===== config.mk =====
export PLATFORM = sky130hd
export DESIGN_NAME = serial_frame_receiver_flat
export DESIGN_NICKNAME = d
export VERILOG_FILES = /design/src/hw/rtl/sfr_pkg.sv /design/src/hw/rtl/sfr_rx_if.sv /design/src/hw/rtl/sfr_res_if.sv /design/src/hw/rtl/sfr_cfg_if.sv /design/src/hw/rtl/sfr_ctrl.sv /design/src/hw/rtl/sfr_datapath.sv /design/src/hw/rtl/serial_frame_receiver.sv /design/src/flat_wrapper.sv
export VERILOG_INCLUDE_DIRS = /design/src /design/src/hw/rtl
export SDC_FILE = /design/constraint.sdc
export NUM_CORES = 1
export LEC_CHECK = 0
export ABC_AREA = 1
export BUFFER_PORTS_ARGS = -buffer_cell sky130_fd_sc_hd__buf_2
export CAP_MARGIN = 20
export CORE_ASPECT_RATIO = 1.75
export CORE_MARGIN = 1.5
export CORE_UTILIZATION = 36
export CTS_BUF_LIST = sky130_fd_sc_hd__clkbuf_4 sky130_fd_sc_hd__clkbuf_8 sky130_fd_sc_hd__clkbuf_16
export DETAILED_ROUTE_END_ITERATION = 8
export PLACE_DENSITY = 0.59
export SLEW_MARGIN = 20
export SYNTH_ARGS = -nofsm -noshare
export SYNTH_HDL_FRONTEND = slang
export SYNTH_HIERARCHICAL = 1
export SYNTH_SLANG_ARGS = --single-unit
export TNS_END_PERCENT = 30

===== constraint.sdc =====
create_clock -name clk -period 2.9 [get_ports clk]
set_clock_uncertainty 0.1 [all_clocks]
set_input_delay 0.145 -clock clk [delete_from_list [all_inputs] [get_ports clk]]
set_output_delay 0.145 -clock clk [all_outputs]
set_load 0.02 [all_outputs]

===== src/hw/rtl/serial_frame_receiver_assert.svh =====
// ============================================================================
// Assertion macros for the serial frame receiver
// Concurrent checks that compile away when ASSERT_OFF is defined.
// ============================================================================
`ifndef SERIAL_FRAME_RECEIVER_ASSERT_SVH
`define SERIAL_FRAME_RECEIVER_ASSERT_SVH
`ifndef ASSERT_OFF
`define SFR_ASSERT_ALWAYS(label, clk, rst_n, cond) \
    label: assert property (@(posedge clk) disable iff (!rst_n) (cond)) \
        else $error("serial frame receiver check failed");
`define SFR_ASSERT_IMPL(label, clk, rst_n, ante, cons) \
    label: assert property (@(posedge clk) disable iff (!rst_n) (ante) |-> (cons)) \
        else $error("serial frame receiver check failed");
`define SFR_ASSERT_NEXT(label, clk, rst_n, ante, cons) \
    label: assert property (@(posedge clk) disable iff (!rst_n) (ante) |=> (cons)) \
        else $error("serial frame receiver check failed");
`else
`define SFR_ASSERT_ALWAYS(label, clk, rst_n, cond)
`define SFR_ASSERT_IMPL(label, clk, rst_n, ante, cons)
`define SFR_ASSERT_NEXT(label, clk, rst_n, ante, cons)
`endif
`endif


===== src/hw/rtl/sfr_pkg.sv =====
`timescale 1ns / 1ps
`default_nettype none
// ============================================================================
// Serial frame receiver package
// Field widths, register indexes, reset values and the command, status and
// result types shared by the receiver modules.
// ============================================================================
package sfr_pkg;

    localparam int BYTE_W    = 8;
    localparam int POS_W     = 5;
    localparam int LEN_W     = 6;
    localparam int CFG_IDX_W = 3;

    localparam logic [CFG_IDX_W-1:0] CFG_START_BYTE     = 3'd0;
    localparam logic [CFG_IDX_W-1:0] CFG_DIRECTION_CODE = 3'd1;
    localparam logic [CFG_IDX_W-1:0] CFG_FUNC_CODE_A    = 3'd2;
    localparam logic [CFG_IDX_W-1:0] CFG_FUNC_CODE_B    = 3'd3;
    localparam logic [CFG_IDX_W-1:0] CFG_FUNC_CODE_C    = 3'd4;
    localparam logic [CFG_IDX_W-1:0] CFG_END_BYTE       = 3'd5;

    localparam logic [BYTE_W-1:0] RST_START_BYTE     = 8'h73;
    localparam logic [BYTE_W-1:0] RST_DIRECTION_CODE = 8'h22;
    localparam logic [BYTE_W-1:0] RST_FUNC_CODE_A    = 8'h01;
    localparam logic [BYTE_W-1:0] RST_FUNC_CODE_B    = 8'h02;
    localparam logic [BYTE_W-1:0] RST_FUNC_CODE_C    = 8'hEE;
    localparam logic [BYTE_W-1:0] RST_END_BYTE       = 8'h65;

    typedef struct packed {
        logic sum_load;
        logic sum_add;
        logic func_load;
        logic len_load;
        logic data_write;
        logic out_empty;
        logic emit_load;
    } cmd_t;

    typedef struct packed {
        logic is_start;
        logic is_dir;
        logic is_func;
        logic len_ok;
        logic len_zero;
        logic fill_last;
        logic sum_ok;
        logic is_end;
        logic held_zero;
        logic out_free;
        logic emit_last;
    } sts_t;

    typedef struct packed {
        logic [BYTE_W-1:0] payload_byte;
        logic [POS_W-1:0]  byte_position;
        logic [BYTE_W-1:0] frame_function;
        logic [LEN_W-1:0]  frame_length;
        logic              last_of_frame;
        logic              empty_frame;
    } result_t;

endpackage
`default_nettype wire


===== src/hw/rtl/sfr_rx_if.sv =====
`timescale 1ns / 1ps
`default_nettype none
// ============================================================================
// Received byte channel
// Valid/ready channel that carries one received serial byte per beat.
// ============================================================================
interface sfr_rx_if import sfr_pkg::*; ();
    logic              valid;
    logic              ready;
    logic [BYTE_W-1:0] rx_byte;

    modport source (output valid, output rx_byte, input ready);
    modport sink (input valid, input rx_byte, output ready);
endinterface
`default_nettype wire


===== src/hw/rtl/sfr_res_if.sv =====
`timescale 1ns / 1ps
`default_nettype none
// ============================================================================
// Frame result channel
// Valid/ready channel that carries one payload result per beat.
// ============================================================================
interface sfr_res_if import sfr_pkg::*; ();
    logic              valid;
    logic              ready;
    logic [BYTE_W-1:0] payload_byte;
    logic [POS_W-1:0]  byte_position;
    logic [BYTE_W-1:0] frame_function;
    logic [LEN_W-1:0]  frame_length;
    logic              last_of_frame;
    logic              empty_frame;

    modport source (
        output valid, output payload_byte, output byte_position,
        output frame_function, output frame_length, output last_of_frame,
        output empty_frame, input ready
    );
    modport sink (
        input valid, input payload_byte, input byte_position,
        input frame_function, input frame_length, input last_of_frame,
        input empty_frame, output ready
    );
endinterface
`default_nettype wire


===== src/hw/rtl/sfr_cfg_if.sv =====
`timescale 1ns / 1ps
`default_nettype none
// ============================================================================
// Configuration write channel
// Valid/ready channel that carries a register index and write data per beat.
// ============================================================================
interface sfr_cfg_if import sfr_pkg::*; ();
    logic                 valid;
    logic                 ready;
    logic [CFG_IDX_W-1:0] index;
    logic [BYTE_W-1:0]    data;

    modport source (output valid, output index, output data, input ready);
    modport sink (input valid, input index, input data, output ready);
endinterface
`default_nettype wire


===== src/hw/rtl/sfr_ctrl.sv =====
`timescale 1ns / 1ps
`default_nettype none
// ============================================================================
// Serial frame receiver controller
// Frame state machine that steers the datapath and paces the result run.
// ============================================================================
`include "serial_frame_receiver_assert.svh"

module sfr_ctrl import sfr_pkg::*;
(
    input  wire logic clk,
    input  wire logic rst_n,
    input  wire logic rx_valid,
    output logic      rx_ready,
    input  wire sts_t sts,
    output cmd_t      cmd
);

    localparam logic [3:0] ST_HUNT    = 4'd0;
    localparam logic [3:0] ST_DIR     = 4'd1;
    localparam logic [3:0] ST_FUNC    = 4'd2;
    localparam logic [3:0] ST_LEN     = 4'd3;
    localparam logic [3:0] ST_DATA    = 4'd4;
    localparam logic [3:0] ST_SUM     = 4'd5;
    localparam logic [3:0] ST_END     = 4'd6;
    localparam logic [3:0] ST_EMIT_RD = 4'd7;
    localparam logic [3:0] ST_EMIT_LD = 4'd8;

    logic [3:0] state_reg;
    logic [3:0] state_next;

    always_comb
    begin
        state_next = state_reg;
        rx_ready   = 1'b0;
        cmd        = '0;
        case (state_reg)
            ST_DIR:
            begin
                rx_ready = 1'b1;
                if (rx_valid)
                begin
                    if (sts.is_dir)
                    begin
                        cmd.sum_add = 1'b1;
                        state_next  = ST_FUNC;
                    end
                    else
                    begin
                        state_next = ST_HUNT;
                    end
                end
            end
            ST_FUNC:
            begin
                rx_ready = 1'b1;
                if (rx_valid)
                begin
                    if (sts.is_func)
                    begin
                        cmd.func_load = 1'b1;
                        cmd.sum_add   = 1'b1;
                        state_next    = ST_LEN;
                    end
                    else
                    begin
                        state_next = ST_HUNT;
                    end
                end
            end
            ST_LEN:
            begin
                rx_ready = 1'b1;
                if (rx_valid)
                begin
                    if (sts.len_ok)
                    begin
                        cmd.len_load = 1'b1;
                        cmd.sum_add  = 1'b1;
                        state_next   = sts.len_zero ? ST_END : ST_DATA;
                    end
                    else
                    begin
                        state_next = ST_HUNT;
                    end
                end
            end
            ST_DATA:
            begin
                rx_ready = 1'b1;
                if (rx_valid)
                begin
                    cmd.data_write = 1'b1;
                    cmd.sum_add    = 1'b1;
                    if (sts.fill_last)
                    begin
                        state_next = ST_SUM;
                    end
                end
            end
            ST_SUM:
            begin
                rx_ready = 1'b1;
                if (rx_valid)
                begin
                    state_next = sts.sum_ok ? ST_END : ST_HUNT;
                end
            end
            ST_END:
            begin
                rx_ready = sts.out_free;
                if (rx_valid && sts.out_free)
                begin
                    state_next = ST_HUNT;
                    if (sts.is_end)
                    begin
                        if (sts.held_zero)
                        begin
                            cmd.out_empty = 1'b1;
                        end
                        else
                        begin
                            state_next = ST_EMIT_RD;
                        end
                    end
                end
            end
            ST_EMIT_RD:
            begin
                state_next = ST_EMIT_LD;
            end
            ST_EMIT_LD:
            begin
                if (sts.out_free)
                begin
                    cmd.emit_load = 1'b1;
                    state_next    = sts.emit_last ? ST_HUNT : ST_EMIT_RD;
                end
            end
            default:
            begin
                rx_ready = 1'b1;
                if (rx_valid)
                begin
                    if (sts.is_start)
                    begin
                        cmd.sum_load = 1'b1;
                        state_next   = ST_DIR;
                    end
                    else
                    begin
                        state_next = ST_HUNT;
                    end
                end
            end
        endcase
    end

    always_ff @(posedge clk or negedge rst_n)
    begin
        if (!rst_n)
        begin
            state_reg <= ST_HUNT;
        end
        else
        begin
            state_reg <= state_next;
        end
    end

    `SFR_ASSERT_NEXT(a_last_emit_hunts, clk, rst_n, cmd.emit_load && sts.emit_last, state_reg == ST_HUNT)
    `SFR_ASSERT_IMPL(a_no_input_in_run, clk, rst_n, state_reg == ST_EMIT_RD || state_reg == ST_EMIT_LD, !rx_ready)
    `SFR_ASSERT_NEXT(a_write_stays_in_frame, clk, rst_n, cmd.data_write, state_reg == ST_DATA || state_reg == ST_SUM)

endmodule
`default_nettype wire


===== src/hw/rtl/sfr_datapath.sv =====
`timescale 1ns / 1ps
`default_nettype none
// ============================================================================
// Serial frame receiver datapath
// Configuration registers, byte compares, running checksum, payload memory
// and the result output register.
// ============================================================================
`include "serial_frame_receiver_assert.svh"

module sfr_datapath import sfr_pkg::*;
#(
    parameter int MAX_PAYLOAD = 32
)
(
    input  wire logic                 clk,
    input  wire logic                 rst_n,
    input  wire logic [BYTE_W-1:0]    rx_byte,
    input  wire logic                 cfg_write,
    input  wire logic [CFG_IDX_W-1:0] cfg_index,
    input  wire logic [BYTE_W-1:0]    cfg_data,
    input  wire logic                 res_ready,
    input  wire cmd_t                 cmd,
    output sts_t                      sts,
    output logic                      res_valid,
    output result_t                   res_data
);

    localparam int CNT_W = $clog2(MAX_PAYLOAD + 1);
    localparam int AW    = (MAX_PAYLOAD > 1) ? $clog2(MAX_PAYLOAD) : 1;

    logic [BYTE_W-1:0] start_byte_reg;
    logic [BYTE_W-1:0] direction_code_reg;
    logic [BYTE_W-1:0] func_code_a_reg;
    logic [BYTE_W-1:0] func_code_b_reg;
    logic [BYTE_W-1:0] func_code_c_reg;
    logic [BYTE_W-1:0] end_byte_reg;

    logic [BYTE_W-1:0] held_function_reg;
    logic [CNT_W-1:0]  held_length_reg;
    logic [CNT_W-1:0]  fill_index_reg;
    logic [CNT_W-1:0]  emit_idx_reg;
    logic [BYTE_W-1:0] sum_reg;
    logic [BYTE_W-1:0] sum_next;
    logic [BYTE_W-1:0] rdata_reg;
    logic              res_valid_reg;
    logic              res_valid_next;
    result_t           res_data_reg;
    logic [CNT_W:0]    fill_inc;
    logic [CNT_W:0]    emit_inc;

    logic [BYTE_W-1:0] mem [MAX_PAYLOAD];

    assign fill_inc = {1'b0, fill_index_reg} + (CNT_W + 1)'(1);
    assign emit_inc = {1'b0, emit_idx_reg} + (CNT_W + 1)'(1);

    always_comb
    begin
        sts.is_start  = rx_byte == start_byte_reg;
        sts.is_dir    = rx_byte == direction_code_reg;
        sts.is_func   = (rx_byte == func_code_a_reg) || (rx_byte == func_code_b_reg)
                        || (rx_byte == func_code_c_reg);
        sts.len_ok    = rx_byte <= BYTE_W'(MAX_PAYLOAD);
        sts.len_zero  = rx_byte == '0;
        sts.fill_last = fill_inc >= {1'b0, held_length_reg};
        sts.sum_ok    = rx_byte == sum_reg;
        sts.is_end    = rx_byte == end_byte_reg;
        sts.held_zero = held_length_reg == '0;
        sts.out_free  = !res_valid_reg || res_ready;
        sts.emit_last = emit_inc == {1'b0, held_length_reg};
    end

    always_comb
    begin
        sum_next = sum_reg;
        if (cmd.sum_load)
        begin
            sum_next = rx_byte;
        end
        else if (cmd.sum_add)
        begin
            sum_next = sum_reg + rx_byte;
        end
    end

    always_comb
    begin
        res_valid_next = res_valid_reg;
        if (cmd.emit_load || cmd.out_empty)
        begin
            res_valid_next = 1'b1;
        end
        else if (res_ready)
        begin
            res_valid_next = 1'b0;
        end
    end

    always_ff @(posedge clk or negedge rst_n)
    begin
        if (!rst_n)
        begin
            start_byte_reg     <= RST_START_BYTE;
            direction_code_reg <= RST_DIRECTION_CODE;
            func_code_a_reg    <= RST_FUNC_CODE_A;
            func_code_b_reg    <= RST_FUNC_CODE_B;
            func_code_c_reg    <= RST_FUNC_CODE_C;
            end_byte_reg       <= RST_END_BYTE;
        end
        else if (cfg_write)
        begin
            case (cfg_index)
                CFG_START_BYTE:     start_byte_reg     <= cfg_data;
                CFG_DIRECTION_CODE: direction_code_reg <= cfg_data;
                CFG_FUNC_CODE_A:    func_code_a_reg    <= cfg_data;
                CFG_FUNC_CODE_B:    func_code_b_reg    <= cfg_data;
                CFG_FUNC_CODE_C:    func_code_c_reg    <= cfg_data;
                CFG_END_BYTE:       end_byte_reg       <= cfg_data;
                default:            ;
            endcase
        end
    end

    always_ff @(posedge clk or negedge rst_n)
    begin
        if (!rst_n)
        begin
            held_function_reg <= '0;
            held_length_reg   <= '0;
            fill_index_reg    <= '0;
            emit_idx_reg      <= '0;
            sum_reg           <= '0;
            res_valid_reg     <= 1'b0;
        end
        else
        begin
            sum_reg       <= sum_next;
            res_valid_reg <= res_valid_next;
            if (cmd.func_load)
            begin
                held_function_reg <= rx_byte;
            end
            if (cmd.len_load)
            begin
                held_length_reg <= rx_byte[CNT_W-1:0];
                fill_index_reg  <= '0;
                emit_idx_reg    <= '0;
            end
            if (cmd.data_write)
            begin
                fill_index_reg <= fill_inc[CNT_W-1:0];
            end
            if (cmd.emit_load)
            begin
                emit_idx_reg <= emit_inc[CNT_W-1:0];
            end
        end
    end

    always_ff @(posedge clk)
    begin
        if (cmd.data_write)
        begin
            mem[fill_index_reg[AW-1:0]] <= rx_byte;
        end
        rdata_reg <= mem[emit_idx_reg[AW-1:0]];
    end

    always_ff @(posedge clk)
    begin
        if (cmd.emit_load)
        begin
            res_data_reg.payload_byte   <= rdata_reg;
            res_data_reg.byte_position  <= POS_W'(emit_idx_reg);
            res_data_reg.frame_function <= held_function_reg;
            res_data_reg.frame_length   <= LEN_W'(held_length_reg);
            res_data_reg.last_of_frame  <= sts.emit_last;
            res_data_reg.empty_frame    <= 1'b0;
        end
        else if (cmd.out_empty)
        begin
            res_data_reg.payload_byte   <= '0;
            res_data_reg.byte_position  <= '0;
            res_data_reg.frame_function <= held_function_reg;
            res_data_reg.frame_length   <= LEN_W'(held_length_reg);
            res_data_reg.last_of_frame  <= 1'b1;
            res_data_reg.empty_frame    <= 1'b1;
        end
    end

    assign res_valid = res_valid_reg;
    assign res_data  = res_data_reg;

    `SFR_ASSERT_ALWAYS(a_fill_within_length, clk, rst_n, fill_index_reg <= held_length_reg)
    `SFR_ASSERT_IMPL(a_emit_within_length, clk, rst_n, cmd.emit_load, emit_idx_reg < held_length_reg)
    `SFR_ASSERT_IMPL(a_load_into_free_slot, clk, rst_n, cmd.emit_load || cmd.out_empty, !res_valid_reg || res_ready)

endmodule
`default_nettype wire


===== src/hw/rtl/serial_frame_receiver.sv =====
`timescale 1ns / 1ps
`default_nettype none
// ============================================================================
// Serial frame receiver
// Hunts for checksummed frames in a received byte stream and delivers the
// payload of each valid frame as a run of results.
// ============================================================================
// A received byte is taken as soon as it is offered, but for two cases. The
// end byte of a frame is held off only while the previous result still waits
// in the output register. A validated frame of N payload bytes then plays out
// as a run of N results, each a registered read of the payload memory
// followed by the load of the output register once it is free; no byte is
// taken during the run, and the byte after the run is taken while the last
// result still waits. An empty frame gives its single result straight from
// the end byte. The payload memory needs no clearing after reset.

module serial_frame_receiver import sfr_pkg::*;
#(
    parameter int MAX_PAYLOAD = 32
)
(
    input  wire logic clk,
    input  wire logic rst_n,
    sfr_rx_if.sink    rx,
    sfr_res_if.source res,
    sfr_cfg_if.sink   cfg
);

    cmd_t    cmd;
    sts_t    sts;
    result_t res_data;

    assign cfg.ready = 1'b1;

    sfr_ctrl u_ctrl (
        .clk      (clk),
        .rst_n    (rst_n),
        .rx_valid (rx.valid),
        .rx_ready (rx.ready),
        .sts      (sts),
        .cmd      (cmd)
    );

    sfr_datapath #(
        .MAX_PAYLOAD (MAX_PAYLOAD)
    ) u_datapath (
        .clk       (clk),
        .rst_n     (rst_n),
        .rx_byte   (rx.rx_byte),
        .cfg_write (cfg.valid),
        .cfg_index (cfg.index),
        .cfg_data  (cfg.data),
        .res_ready (res.ready),
        .cmd       (cmd),
        .sts       (sts),
        .res_valid (res.valid),
        .res_data  (res_data)
    );

    assign res.payload_byte   = res_data.payload_byte;
    assign res.byte_position  = res_data.byte_position;
    assign res.frame_function = res_data.frame_function;
    assign res.frame_length   = res_data.frame_length;
    assign res.last_of_frame  = res_data.last_of_frame;
    assign res.empty_frame    = res_data.empty_frame;

endmodule
`default_nettype wire


===== src/flat_wrapper.sv =====
// flat-port wrapper written by rule: the top's interface ports become plain ports
module serial_frame_receiver_flat import sfr_pkg::*;
#(
    parameter int MAX_PAYLOAD = 32
)
  (clk, rst_n, rx_valid, rx_rx_byte, rx_ready, res_valid, res_payload_byte, res_byte_position, res_frame_function, res_frame_length, res_last_of_frame, res_empty_frame, res_ready, cfg_valid, cfg_index, cfg_data, cfg_ready);
  sfr_rx_if rx_i ();
  sfr_res_if res_i ();
  sfr_cfg_if cfg_i ();
  input  wire logic clk;
  input  wire logic rst_n;
  input wire logic [$bits(rx_i.valid)-1:0] rx_valid;
  input wire logic [$bits(rx_i.rx_byte)-1:0] rx_rx_byte;
  output wire logic [$bits(rx_i.ready)-1:0] rx_ready;
  output wire logic [$bits(res_i.valid)-1:0] res_valid;
  output wire logic [$bits(res_i.payload_byte)-1:0] res_payload_byte;
  output wire logic [$bits(res_i.byte_position)-1:0] res_byte_position;
  output wire logic [$bits(res_i.frame_function)-1:0] res_frame_function;
  output wire logic [$bits(res_i.frame_length)-1:0] res_frame_length;
  output wire logic [$bits(res_i.last_of_frame)-1:0] res_last_of_frame;
  output wire logic [$bits(res_i.empty_frame)-1:0] res_empty_frame;
  input wire logic [$bits(res_i.ready)-1:0] res_ready;
  input wire logic [$bits(cfg_i.valid)-1:0] cfg_valid;
  input wire logic [$bits(cfg_i.index)-1:0] cfg_index;
  input wire logic [$bits(cfg_i.data)-1:0] cfg_data;
  output wire logic [$bits(cfg_i.ready)-1:0] cfg_ready;
  assign rx_i.valid = rx_valid;
  assign rx_i.rx_byte = rx_rx_byte;
  assign rx_ready = rx_i.ready;
  assign res_valid = res_i.valid;
  assign res_payload_byte = res_i.payload_byte;
  assign res_byte_position = res_i.byte_position;
  assign res_frame_function = res_i.frame_function;
  assign res_frame_length = res_i.frame_length;
  assign res_last_of_frame = res_i.last_of_frame;
  assign res_empty_frame = res_i.empty_frame;
  assign res_i.ready = res_ready;
  assign cfg_i.valid = cfg_valid;
  assign cfg_i.index = cfg_index;
  assign cfg_i.data = cfg_data;
  assign cfg_ready = cfg_i.ready;
  serial_frame_receiver #(.MAX_PAYLOAD(MAX_PAYLOAD)) u_core (.clk(clk), .rst_n(rst_n), .rx(rx_i), .res(res_i), .cfg(cfg_i));
endmodule

==> metrics.txt, run 1 <==
# TYPE chip_impl_metric gauge
chip_impl_metric{name="grt_antenna_before_repair",unit=""} 1
chip_impl_metric{name="cts.reportedPaths.clkPinSlew",unit="ns"} 0.06
chip_impl_info{name="count_leader_synth",value="sky130_fd_sc_hd__nand2_1"} 1
chip_impl_metric{name="cap_violations",unit=""} 0
chip_impl_metric{name="fraction_of_final_layout_cells_with_drive_strength_greater_than_1",unit="%"} 13.0
chip_impl_metric{name="yosysWarningCount",unit=""} 6
chip_impl_metric{name="power.density",unit="nW/µm²"} 818
chip_impl_metric{name="number_of_vias_after_detailed_routing",unit=""} 11600
chip_impl_info{name="top_usage_layer",value="met2"} 1
chip_impl_info{name="clk_root_buffer_cell",value="sky130_fd_sc_hd__clkbuf_16"} 1
chip_impl_metric{name="detail_route.drc_violations",unit=""} 0
chip_impl_info{name="synth_top_cells_by_area",value="sky130_fd_sc_hd__edfxtp_1 (51%), sky130_fd_sc_hd__dfrtp_1 (10%), sky130_fd_sc_hd__nand2_1 (9.8%), sky130_fd_sc_hd__nor2_1 (3.1%), sky130_fd_sc_hd__dfstp_2 (3.0%)"} 1
chip_impl_metric{name="largest_driver_fanout_on_the_critical_path",unit=""} 5
chip_impl_info{name="hold_path_class",value="input port to register"} 1
chip_impl_metric{name="place.port_buffers",unit=""} 54
chip_impl_metric{name="grt_first_pass_wirelength",unit="µm"} 66600
chip_impl_metric{name="irDropWorstVdd",unit="µV"} 491
chip_impl_metric{name="io_pins",unit=""} 56
chip_impl_metric{name="area_growth_syn_to_layout",unit="%"} 14.1
chip_impl_metric{name="clock-sinks",unit=""} 380
chip_impl_metric{name="ys_seq_elements",unit=""} 380
chip_impl_metric{name="drtAntennaViolNets",unit=""} 0
chip_impl_metric{name="netlist.area_leader.share",unit="%"} 51.1
chip_impl_metric{name="worst_skew_pair.late_latency",unit="ns"} 0.53
chip_impl_metric{name="largest_reg_flops",unit=""} 256
chip_impl_info{name="rsz_0062_raised_after_global_routing",value="false"} 1
chip_impl_metric{name="vias_per_cell",unit=""} 5.04
chip_impl_metric{name="dpl.hpwl",unit="µm"} 29400
chip_impl_metric{name="routed_wire_length_per_instance",unit="µm"} 18.8
chip_impl_metric{name="track_usage",unit="%"} 18.2
chip_impl_metric{name="timing.final.crit_period",unit="ns"} 2.64
chip_impl_metric{name="post-route-period-util",unit="%"} 91.1
chip_impl_info{name="yosys_most_used_dff",value="sky130_fd_sc_hd__edfxtp_1"} 1
chip_impl_metric{name="global_route.overflow_total",unit=""} 0
chip_impl_metric{name="num_rows",unit=""} 104
chip_impl_info{name="timing.setup.critical_path_class",value="register to register"} 1
chip_impl_metric{name="synth.lib_cells_used.distinct",unit=""} 42
chip_impl_metric{name="timing.max_slew.rel_slack",unit="%"} 38.3
chip_impl_metric{name="ctsResizeCount",unit=""} 0
chip_impl_metric{name="leakagePower",unit="nW"} 7.71
chip_impl_metric{name="cp_data_required_time",unit="ns"} 3.21
chip_impl_info{name="cts_tree",value="done"} 1
chip_impl_metric{name="finalWeightedCongestion",unit=""} 0.866
chip_impl_metric{name="die_h",unit="µm"} 288
chip_impl_metric{name="die-area",unit="µm²"} 47700
chip_impl_info{name="yosys.area.top_type",value="sky130_fd_sc_hd__edfxtp_1"} 1
chip_impl_metric{name="synth_edf_count",unit=""} 284
chip_impl_metric{name="tightest_slew",unit="ns"} 0.926
chip_impl_info{name="synthTopCellsByCount",value="sky130_fd_sc_hd__nand2_1 (436), sky130_fd_sc_hd__edfxtp_1 (284), sky130_fd_sc_hd__nor2_1 (137)"} 1
chip_impl_metric{name="syn_avg_cell_area",unit="µm²"} 10.5
chip_impl_metric{name="synth_area",unit="µm²"} 16700
chip_impl_metric{name="grt.met1_usage",unit="%"} 19.4
chip_impl_metric{name="via_count_of_the_first_global_routing_pass",unit=""} 11700
chip_impl_metric{name="ys_async_sr_fraction",unit="%"} 22.9
chip_impl_metric{name="drt_pre_antenna_iters",unit=""} 6
chip_impl_metric{name="final_net_count",unit=""} 1736
chip_impl_info{name="status",value="complete, no violations"} 1
chip_impl_metric{name="maxSlewViolCount",unit=""} 0
chip_impl_metric{name="cp_data_arrival_time",unit="ns"} 2.95
chip_impl_metric{name="grt_start_max_net_pins",unit=""} 111
chip_impl_metric{name="die_w",unit="µm"} 166
chip_impl_info{name="end_kind",value="register"} 1
chip_impl_metric{name="clock_tree.buffer_depth",unit=""} 3
chip_impl_metric{name="synth.yosys.seq_area_share",unit="%"} 65.4
chip_impl_metric{name="dpl_worst_slack",unit="ns"} 0.300
chip_impl_metric{name="timing_hold_violations_final",unit=""} 0
chip_impl_metric{name="finalWirelength",unit="µm"} 43300
chip_impl_metric{name="totalNegativeSetupSlack",unit="ns"} 0
chip_impl_metric{name="max_freq",unit="MHz"} 379
chip_impl_metric{name="cts_htree_levels",unit=""} 2
chip_impl_metric{name="use_met2",unit="%"} 34.3
chip_impl_metric{name="synth.net_count",unit=""} 1637
chip_impl_metric{name="timing.final.setup_violations",unit=""} 0
chip_impl_metric{name="syn_inst",unit=""} 1594
chip_impl_info{name="startpoint_type",value="register"} 1
chip_impl_metric{name="core-area",unit="µm²"} 45900
chip_impl_metric{name="filler_instances",unit=""} 4389
chip_impl_metric{name="grt_use_met3",unit="%"} 2.09
chip_impl_metric{name="cts_made_buffers",unit=""} 34
chip_impl_metric{name="iter_0_drt_violations",unit=""} 834
chip_impl_metric{name="start_util",unit="%"} 36.3
chip_impl_metric{name="setup_ws",unit="ns"} 0.258
report_power, final:
| part | leakage (nW) | internal (mW) | total (mW) | switching, mW |
|---|---|---|---|---|
| Combinational | 3.53 | 1.45 | 4.71 | 3.26 |
| Clock | 0.537 | 2.37 | 4.36 | 1.99 |
| Sequential | 3.64 | 6.22 | 6.50 | 0.285 |
worst max-delay path: stages (launching register included):
cell and delay (ns):
sky130_fd_sc_hd__dfrtp_1 0.43, sky130_fd_sc_hd__ha_1 0.25, sky130_fd_sc_hd__nand2_1 0.11, sky130_fd_sc_hd__nor2_1 0.08, sky130_fd_sc_hd__a211oi_1 0.32, sky130_fd_sc_hd__ha_1 0.34
sky130_fd_sc_hd__nand2_1 0.08, sky130_fd_sc_hd__inv_1 0.04, sky130_fd_sc_hd__o21ai_0 0.14, sky130_fd_sc_hd__o2111ai_1 0.13, sky130_fd_sc_hd__inv_1 0.08, sky130_fd_sc_hd__nand3_1 0.09
sky130_fd_sc_hd__nand3_2 0.16, sky130_fd_sc_hd__nor2_4 0.05, sky130_fd_sc_hd__nand2_1 0.07, sky130_fd_sc_hd__nand2_1 0.05
logic make-up (layout without fill, tap and decap cells):
logic type      Yosys count  after routing  synth area share, %
other cells               1              2               0.0225
compound gates          235            235                 7.77
simple gates            713            713                 17.6
fa+ha+maj                19             19                 1.47
xor+xnor                 48             48                 2.52
flops                   380            380                 65.4
buf+inv                 198            321                 5.23
per-layer routing:
layer / part of all wire, % / up-vias
met5: 0 / -
met4: 5.7 / 0
met3: 4.1 / 111
met2: 54 / 298
met1: 37 / 5631
li1: - / 5566
layout make-up:
| cell class | count | area [µm²] | share of cell area, % |
|---|---|---|---|
| Antenna cell | 1 | 2.50 | 0.0131 |
| Clock buffer | 44 | 962 | 5.06 |
| Clock inverter | 16 | 101 | 0.532 |
| Inverter | 127 | 479 | 2.52 |
| Multi-Input combinational cell | 1016 | 4900 | 25.8 |
| Sequential cell | 380 | 10900 | 57.3 |
| Tap cell | 583 | 729 | 3.83 |
| Timing Repair Buffer | 134 | 943 | 4.96 |
repair_timing:
action | CTS | global route
hold buffers | 13 | 0
setup buffers | 0 | 0
endpoints found under the hold margin | 103 | 0
cell usage in the layout (no fill, tap or decap), types with 47 or more instances in the layout:
cell type	n
sky130_fd_sc_hd__buf_2	53
sky130_fd_sc_hd__edfxtp_1	284
sky130_fd_sc_hd__inv_1	121
sky130_fd_sc_hd__buf_4	65
sky130_fd_sc_hd__nand2_1	436
sky130_fd_sc_hd__dfrtp_1	67
sky130_fd_sc_hd__nand3_1	96
sky130_fd_sc_hd__a21oi_1	47
sky130_fd_sc_hd__nor2_1	137
sky130_fd_sc_hd__o21ai_0	94
per-stage QoR:
stage	instances	area, µm²	hold WS (ns)	power (mW)	util, %
4_1_cts	2300	19000	0.0264	15.7	41.4
5_1_grt	2300	19000	0.0402	16.5	41.4
6_report	2301	19000	0.0444	15.6	41.4
3_5_place_dp	2227	17800	0.220	11.3	38.8
2_1_floorplan	1594	16700	-0.251	9.83	-
3_3_place_gp	2227	17800	0.213	11.3	38.8
worst paths after layout:
kind,slack [ns],to,depth (start not counted),from
hold / removal,0.04,u_core/u_datapath/mem[28][7],1,rx_rx_byte[7]
max in group asynchronous,1.81,u_core/u_datapath/emit_idx_reg[0],3,rst_n
setup / recovery,0.26,u_core/u_ctrl/state_reg[1],15,u_core/u_datapath/fill_index_reg[0]
setup reg to reg,0.26,u_core/u_ctrl/state_reg[1],15,u_core/u_datapath/fill_index_reg[0]
hold reg to reg,0.40,u_core/u_datapath/res_data[22],2,u_core/u_datapath/rdata_reg[1]
min in group asynchronous,0.17,u_core/u_ctrl/state_reg[2],2,rst_n
(Power assumes the default switching activity.)
==> inputs of run 2 (changes only) <==
MAX_ROUTING_LAYER = met4   (was default)
SYNTH_HIERARCHICAL = default   (was 1)
clock period = 2.5 ns   (was 2.9 ns; I/O delays follow)
==> run 2 against run 1 <==
  * Via count fell by 2.4%
  * Critical endpoint is now u_core.u_ctrl.state_reg[0]
  * Critical path type unchanged
  * Sequential share of layout area fell by 1.1 points
  * Sequential power rose by 16%
  * Global-route usage rose by 0.95 points
  * Wire length rose by 2.9%
==> metrics.txt, run 2 <==
# TYPE chip_impl_metric gauge
chip_impl_metric{name="ys_async_sr_fraction",unit="%"} 22.9
chip_impl_metric{name="core-area",unit="µm²"} 45800
chip_impl_info{name="cts_tree",value="done"} 1
chip_impl_metric{name="number_of_vias_after_detailed_routing",unit=""} 11300
chip_impl_metric{name="cap_violations",unit=""} 0
chip_impl_info{name="synth_top_cells_by_area",value="sky130_fd_sc_hd__edfxtp_1 (51%), sky130_fd_sc_hd__dfrtp_1 (10%), sky130_fd_sc_hd__nand2_1 (6.5%), sky130_fd_sc_hd__o21ai_0 (4.9%), sky130_fd_sc_hd__nor2_1 (4.3%)"} 1
chip_impl_metric{name="postLayoutCoreUtil",unit="%"} 42.3
chip_impl_info{name="final_common_cell",value="sky130_fd_sc_hd__nand2_1"} 1
chip_impl_metric{name="cts_made_buffers",unit=""} 35
chip_impl_info{name="dr.max_layer_used",value="met4"} 1
chip_impl_info{name="end_kind",value="register"} 1
chip_impl_metric{name="worst_skew_pair.late_latency",unit="ns"} 0.54
chip_impl_metric{name="timing.max_slew.rel_slack",unit="%"} 55.2
chip_impl_metric{name="largest_reg_flops",unit=""} 256
chip_impl_info{name="endpoint_of_the_worst_hold_path",value="u_core.u_datapath.held_function_reg[5]"} 1
chip_impl_metric{name="dpl_worst_slack",unit="ns"} 0.206
chip_impl_metric{name="clock-sinks",unit=""} 380
chip_impl_metric{name="synth_edf_count",unit=""} 284
chip_impl_metric{name="post-route-period-util",unit="%"} 92.8
chip_impl_metric{name="finalWirelength",unit="µm"} 44600
chip_impl_metric{name="timing.reg2reg.setup_slack",unit="ns"} 0.18
chip_impl_info{name="yosys_most_used_dff",value="sky130_fd_sc_hd__edfxtp_1"} 1
chip_impl_metric{name="finalWeightedCongestion",unit=""} 0.866
chip_impl_metric{name="totalNegativeSetupSlack",unit="ns"} 0
chip_impl_metric{name="num_rows",unit=""} 104
chip_impl_metric{name="hold_depth",unit=""} 4
chip_impl_metric{name="cts_post_setup_buffers_inserted",unit=""} 0
chip_impl_metric{name="die_w",unit="µm"} 166
chip_impl_metric{name="drtAntennaViolNets",unit=""} 0
chip_impl_metric{name="global_route.overflow_total",unit=""} 0
chip_impl_metric{name="grt_antenna_before_repair",unit=""} 2
chip_impl_metric{name="cts.reportedPaths.clkPinSlew",unit="ns"} 0.07
chip_impl_metric{name="r2r.worst_path.cells",unit=""} 13
chip_impl_info{name="timing.setup.critical_path_class",value="register to register"} 1
chip_impl_metric{name="cp_data_required_time",unit="ns"} 2.79
chip_impl_info{name="regToRegEndpoint",value="u_core.u_ctrl.state_reg[0]"} 1
chip_impl_info{name="hold_path_class",value="input port to register"} 1
chip_impl_metric{name="die_h",unit="µm"} 288
chip_impl_metric{name="final_net_count",unit=""} 1680
chip_impl_metric{name="maxSlewViolCount",unit=""} 0
chip_impl_metric{name="track_usage",unit="%"} 19.1
chip_impl_metric{name="ys_seq_elements",unit=""} 380
chip_impl_info{name="clk_root_buffer_cell",value="sky130_fd_sc_hd__clkbuf_16"} 1
chip_impl_metric{name="drt_pre_antenna_iters",unit=""} 6
chip_impl_metric{name="timing.final.setup_violations",unit=""} 0
chip_impl_metric{name="dpl.hpwl",unit="µm"} 31200
chip_impl_metric{name="cts_htree_levels",unit=""} 2
chip_impl_metric{name="syn_inst",unit=""} 1515
chip_impl_info{name="status",value="complete, no violations"} 1
chip_impl_metric{name="grt_start_max_net_pins",unit=""} 97
chip_impl_metric{name="largest_driver_fanout_on_the_critical_path",unit=""} 4
chip_impl_metric{name="grt_first_pass_wirelength",unit="µm"} 66900
chip_impl_info{name="startpoint_type",value="register"} 1
chip_impl_metric{name="synth.net_count",unit=""} 1558
chip_impl_metric{name="via_count_of_the_first_global_routing_pass",unit=""} 11400
chip_impl_metric{name="finalHoldWorstSlack",unit="ns"} 0.0592
chip_impl_metric{name="irDropWorstVdd",unit="µV"} 719
chip_impl_metric{name="synth_area",unit="µm²"} 16700
chip_impl_metric{name="power.density",unit="nW/µm²"} 989
chip_impl_info{name="yosys.area.top_type",value="sky130_fd_sc_hd__edfxtp_1"} 1
chip_impl_metric{name="iter_0_drt_violations",unit=""} 815
chip_impl_metric{name="timing.final.crit_period",unit="ns"} 2.32
chip_impl_metric{name="route.met3.wl",unit="µm"} 1660
chip_impl_metric{name="clock_tree.buffer_depth",unit=""} 3
chip_impl_metric{name="leakagePower",unit="nW"} 7.55
chip_impl_info{name="synthTopCellsByCount",value="sky130_fd_sc_hd__nand2_1 (287), sky130_fd_sc_hd__edfxtp_1 (284), sky130_fd_sc_hd__nor2_1 (190)"} 1
chip_impl_metric{name="drt-met1-wl",unit="µm"} 16200
chip_impl_metric{name="io_pins",unit=""} 56
chip_impl_metric{name="synth.yosys.seq_area_share",unit="%"} 65.4
chip_impl_metric{name="met2_wirelength",unit="µm"} 24300
chip_impl_metric{name="area_growth_syn_to_layout",unit="%"} 16.4
chip_impl_metric{name="fraction_of_final_layout_cells_with_drive_strength_greater_than_1",unit="%"} 16.0
chip_impl_metric{name="routed_wire_length_per_instance",unit="µm"} 19.8
chip_impl_metric{name="syn_avg_cell_area",unit="µm²"} 11.0
chip_impl_info{name="count_leader_synth",value="sky130_fd_sc_hd__nand2_1"} 1
chip_impl_info{name="crit-reg2reg-launch",value="u_core.u_datapath.fill_index_reg[1]"} 1
chip_impl_metric{name="yosysWarningCount",unit=""} 0
chip_impl_metric{name="tightest_slew",unit="ns"} 0.671
chip_impl_metric{name="synth.lib_cells_used.distinct",unit=""} 44
chip_impl_info{name="rsz_0062_raised_after_global_routing",value="false"} 1
chip_impl_metric{name="start_util",unit="%"} 36.4
chip_impl_metric{name="place.port_buffers",unit=""} 54
chip_impl_info{name="min-delay-start",value="rx_rx_byte[5]"} 1
chip_impl_info{name="final_cell_mix",value="sky130_fd_sc_hd__nand2_1 (286), sky130_fd_sc_hd__edfxtp_1 (284), sky130_fd_sc_hd__nor2_1 (190)"} 1
chip_impl_metric{name="setup_ws",unit="ns"} 0.181
chip_impl_metric{name="netlist.area_leader.share",unit="%"} 51.2
chip_impl_metric{name="max_freq",unit="MHz"} 431
chip_impl_metric{name="detail_route.drc_violations",unit=""} 0
chip_impl_metric{name="cp_data_arrival_time",unit="ns"} 2.61
chip_impl_metric{name="timing_hold_violations_final",unit=""} 0
chip_impl_metric{name="vias_per_cell",unit=""} 5.04
chip_impl_metric{name="die-area",unit="µm²"} 47700
run 2: metal layers:
metal | vias up | global-route usage, %
li1 | 5479 | -
met1 | 5427 | 19.0
met2 | 310 | 36.0
met3 | 112 | 2.39
met4 | 0 | 10.5
met5 | - | -
run 2: cell type report:
class	instances	area, µm²
Multi-Input combinational cell	963	4980
Inverter	102	388
Clock inverter	21	304
Timing Repair Buffer	155	1120
Sequential cell	380	10900
Clock buffer	43	953
Antenna cell	2	5.00
Tap cell	583	729
Fill cell	4366	26400
run 2: what timing repair did:
item | 4_1_cts | 5_1_grt
endpoints found under the hold margin | 110 | 0
hold buffers | 16 | 0
gates resized for setup | 0 | 1
endpoints found under the setup margin | 0 | 3
run 2: logic make-up after synthesis:
logic type | count (synthesis) | share of synthesized area, %
xor+xnor | 49 | 2.57
compound gates | 292 | 9.69
simple gates | 572 | 14.3
other cells | 1 | 0.0225
buf+inv | 172 | 4.68
mux | 30 | 1.85
fa+ha+maj | 19 | 1.47
flops | 380 | 65.4
run 2: worst max-delay path by stage:
| stage | slack (ns) | startpoint | endpoint | depth (start not counted) |
|---|---|---|---|---|
| 3_5_place_dp | 0.21 | u_core.u_datapath.fill_index_reg[1] | u_core.u_ctrl.state_reg[0] | 13 |
| 5_1_grt | 0.01 | u_core.u_datapath.fill_index_reg[1] | u_core.u_ctrl.state_reg[1] | 13 |
| 4_1_cts | 0.19 | u_core.u_datapath.fill_index_reg[1] | u_core.u_ctrl.state_reg[0] | 13 |
| 6_report | 0.18 | u_core.u_datapath.fill_index_reg[1] | u_core.u_ctrl.state_reg[0] | 13 |
| 2_1_floorplan | 0.13 | u_core.u_ctrl.state_reg[1] | u_core.u_datapath.mem[15][0] | 6 |
| 3_3_place_gp | 0.19 | u_core.u_datapath.fill_index_reg[1] | u_core.u_ctrl.state_reg[0] | 13 |
run 2: critical path, stage by stage, from the launching register on:
cell                       delay [ns]
sky130_fd_sc_hd__dfrtp_1         0.39
sky130_fd_sc_hd__ha_1            0.20
sky130_fd_sc_hd__nand2_1         0.09
sky130_fd_sc_hd__nor2_1          0.13
sky130_fd_sc_hd__xor2_1          0.20
sky130_fd_sc_hd__ha_1            0.29
sky130_fd_sc_hd__a21oi_1         0.17
sky130_fd_sc_hd__o211ai_1        0.11
sky130_fd_sc_hd__inv_1           0.08
sky130_fd_sc_hd__nand4_1         0.10
sky130_fd_sc_hd__nand2_2         0.11
sky130_fd_sc_hd__inv_1           0.08
sky130_fd_sc_hd__nor2_1          0.09
sky130_fd_sc_hd__a21oi_1         0.05
run 2: where the power goes:
group          internal [mW]  switching [mW]  total [mW]
clock                   3.48            2.39        5.86
sequential              7.21           0.345        7.56
combinational           2.01            3.76        5.76
run 2: through the flow:
| step | instance area (µm²) | total power [mW] | std cells |
|---|---|---|---|
| after floorplan | 16700 | 11.5 | 1515 |
| after global placement | 18000 | 13.4 | 2167 |
| after detailed placement | 18000 | 13.5 | 2167 |
| after CTS | 19400 | 19.4 | 2247 |
| after global routing | 19400 | 20.2 | 2249 |
| final | 19400 | 19.2 | 2249 |
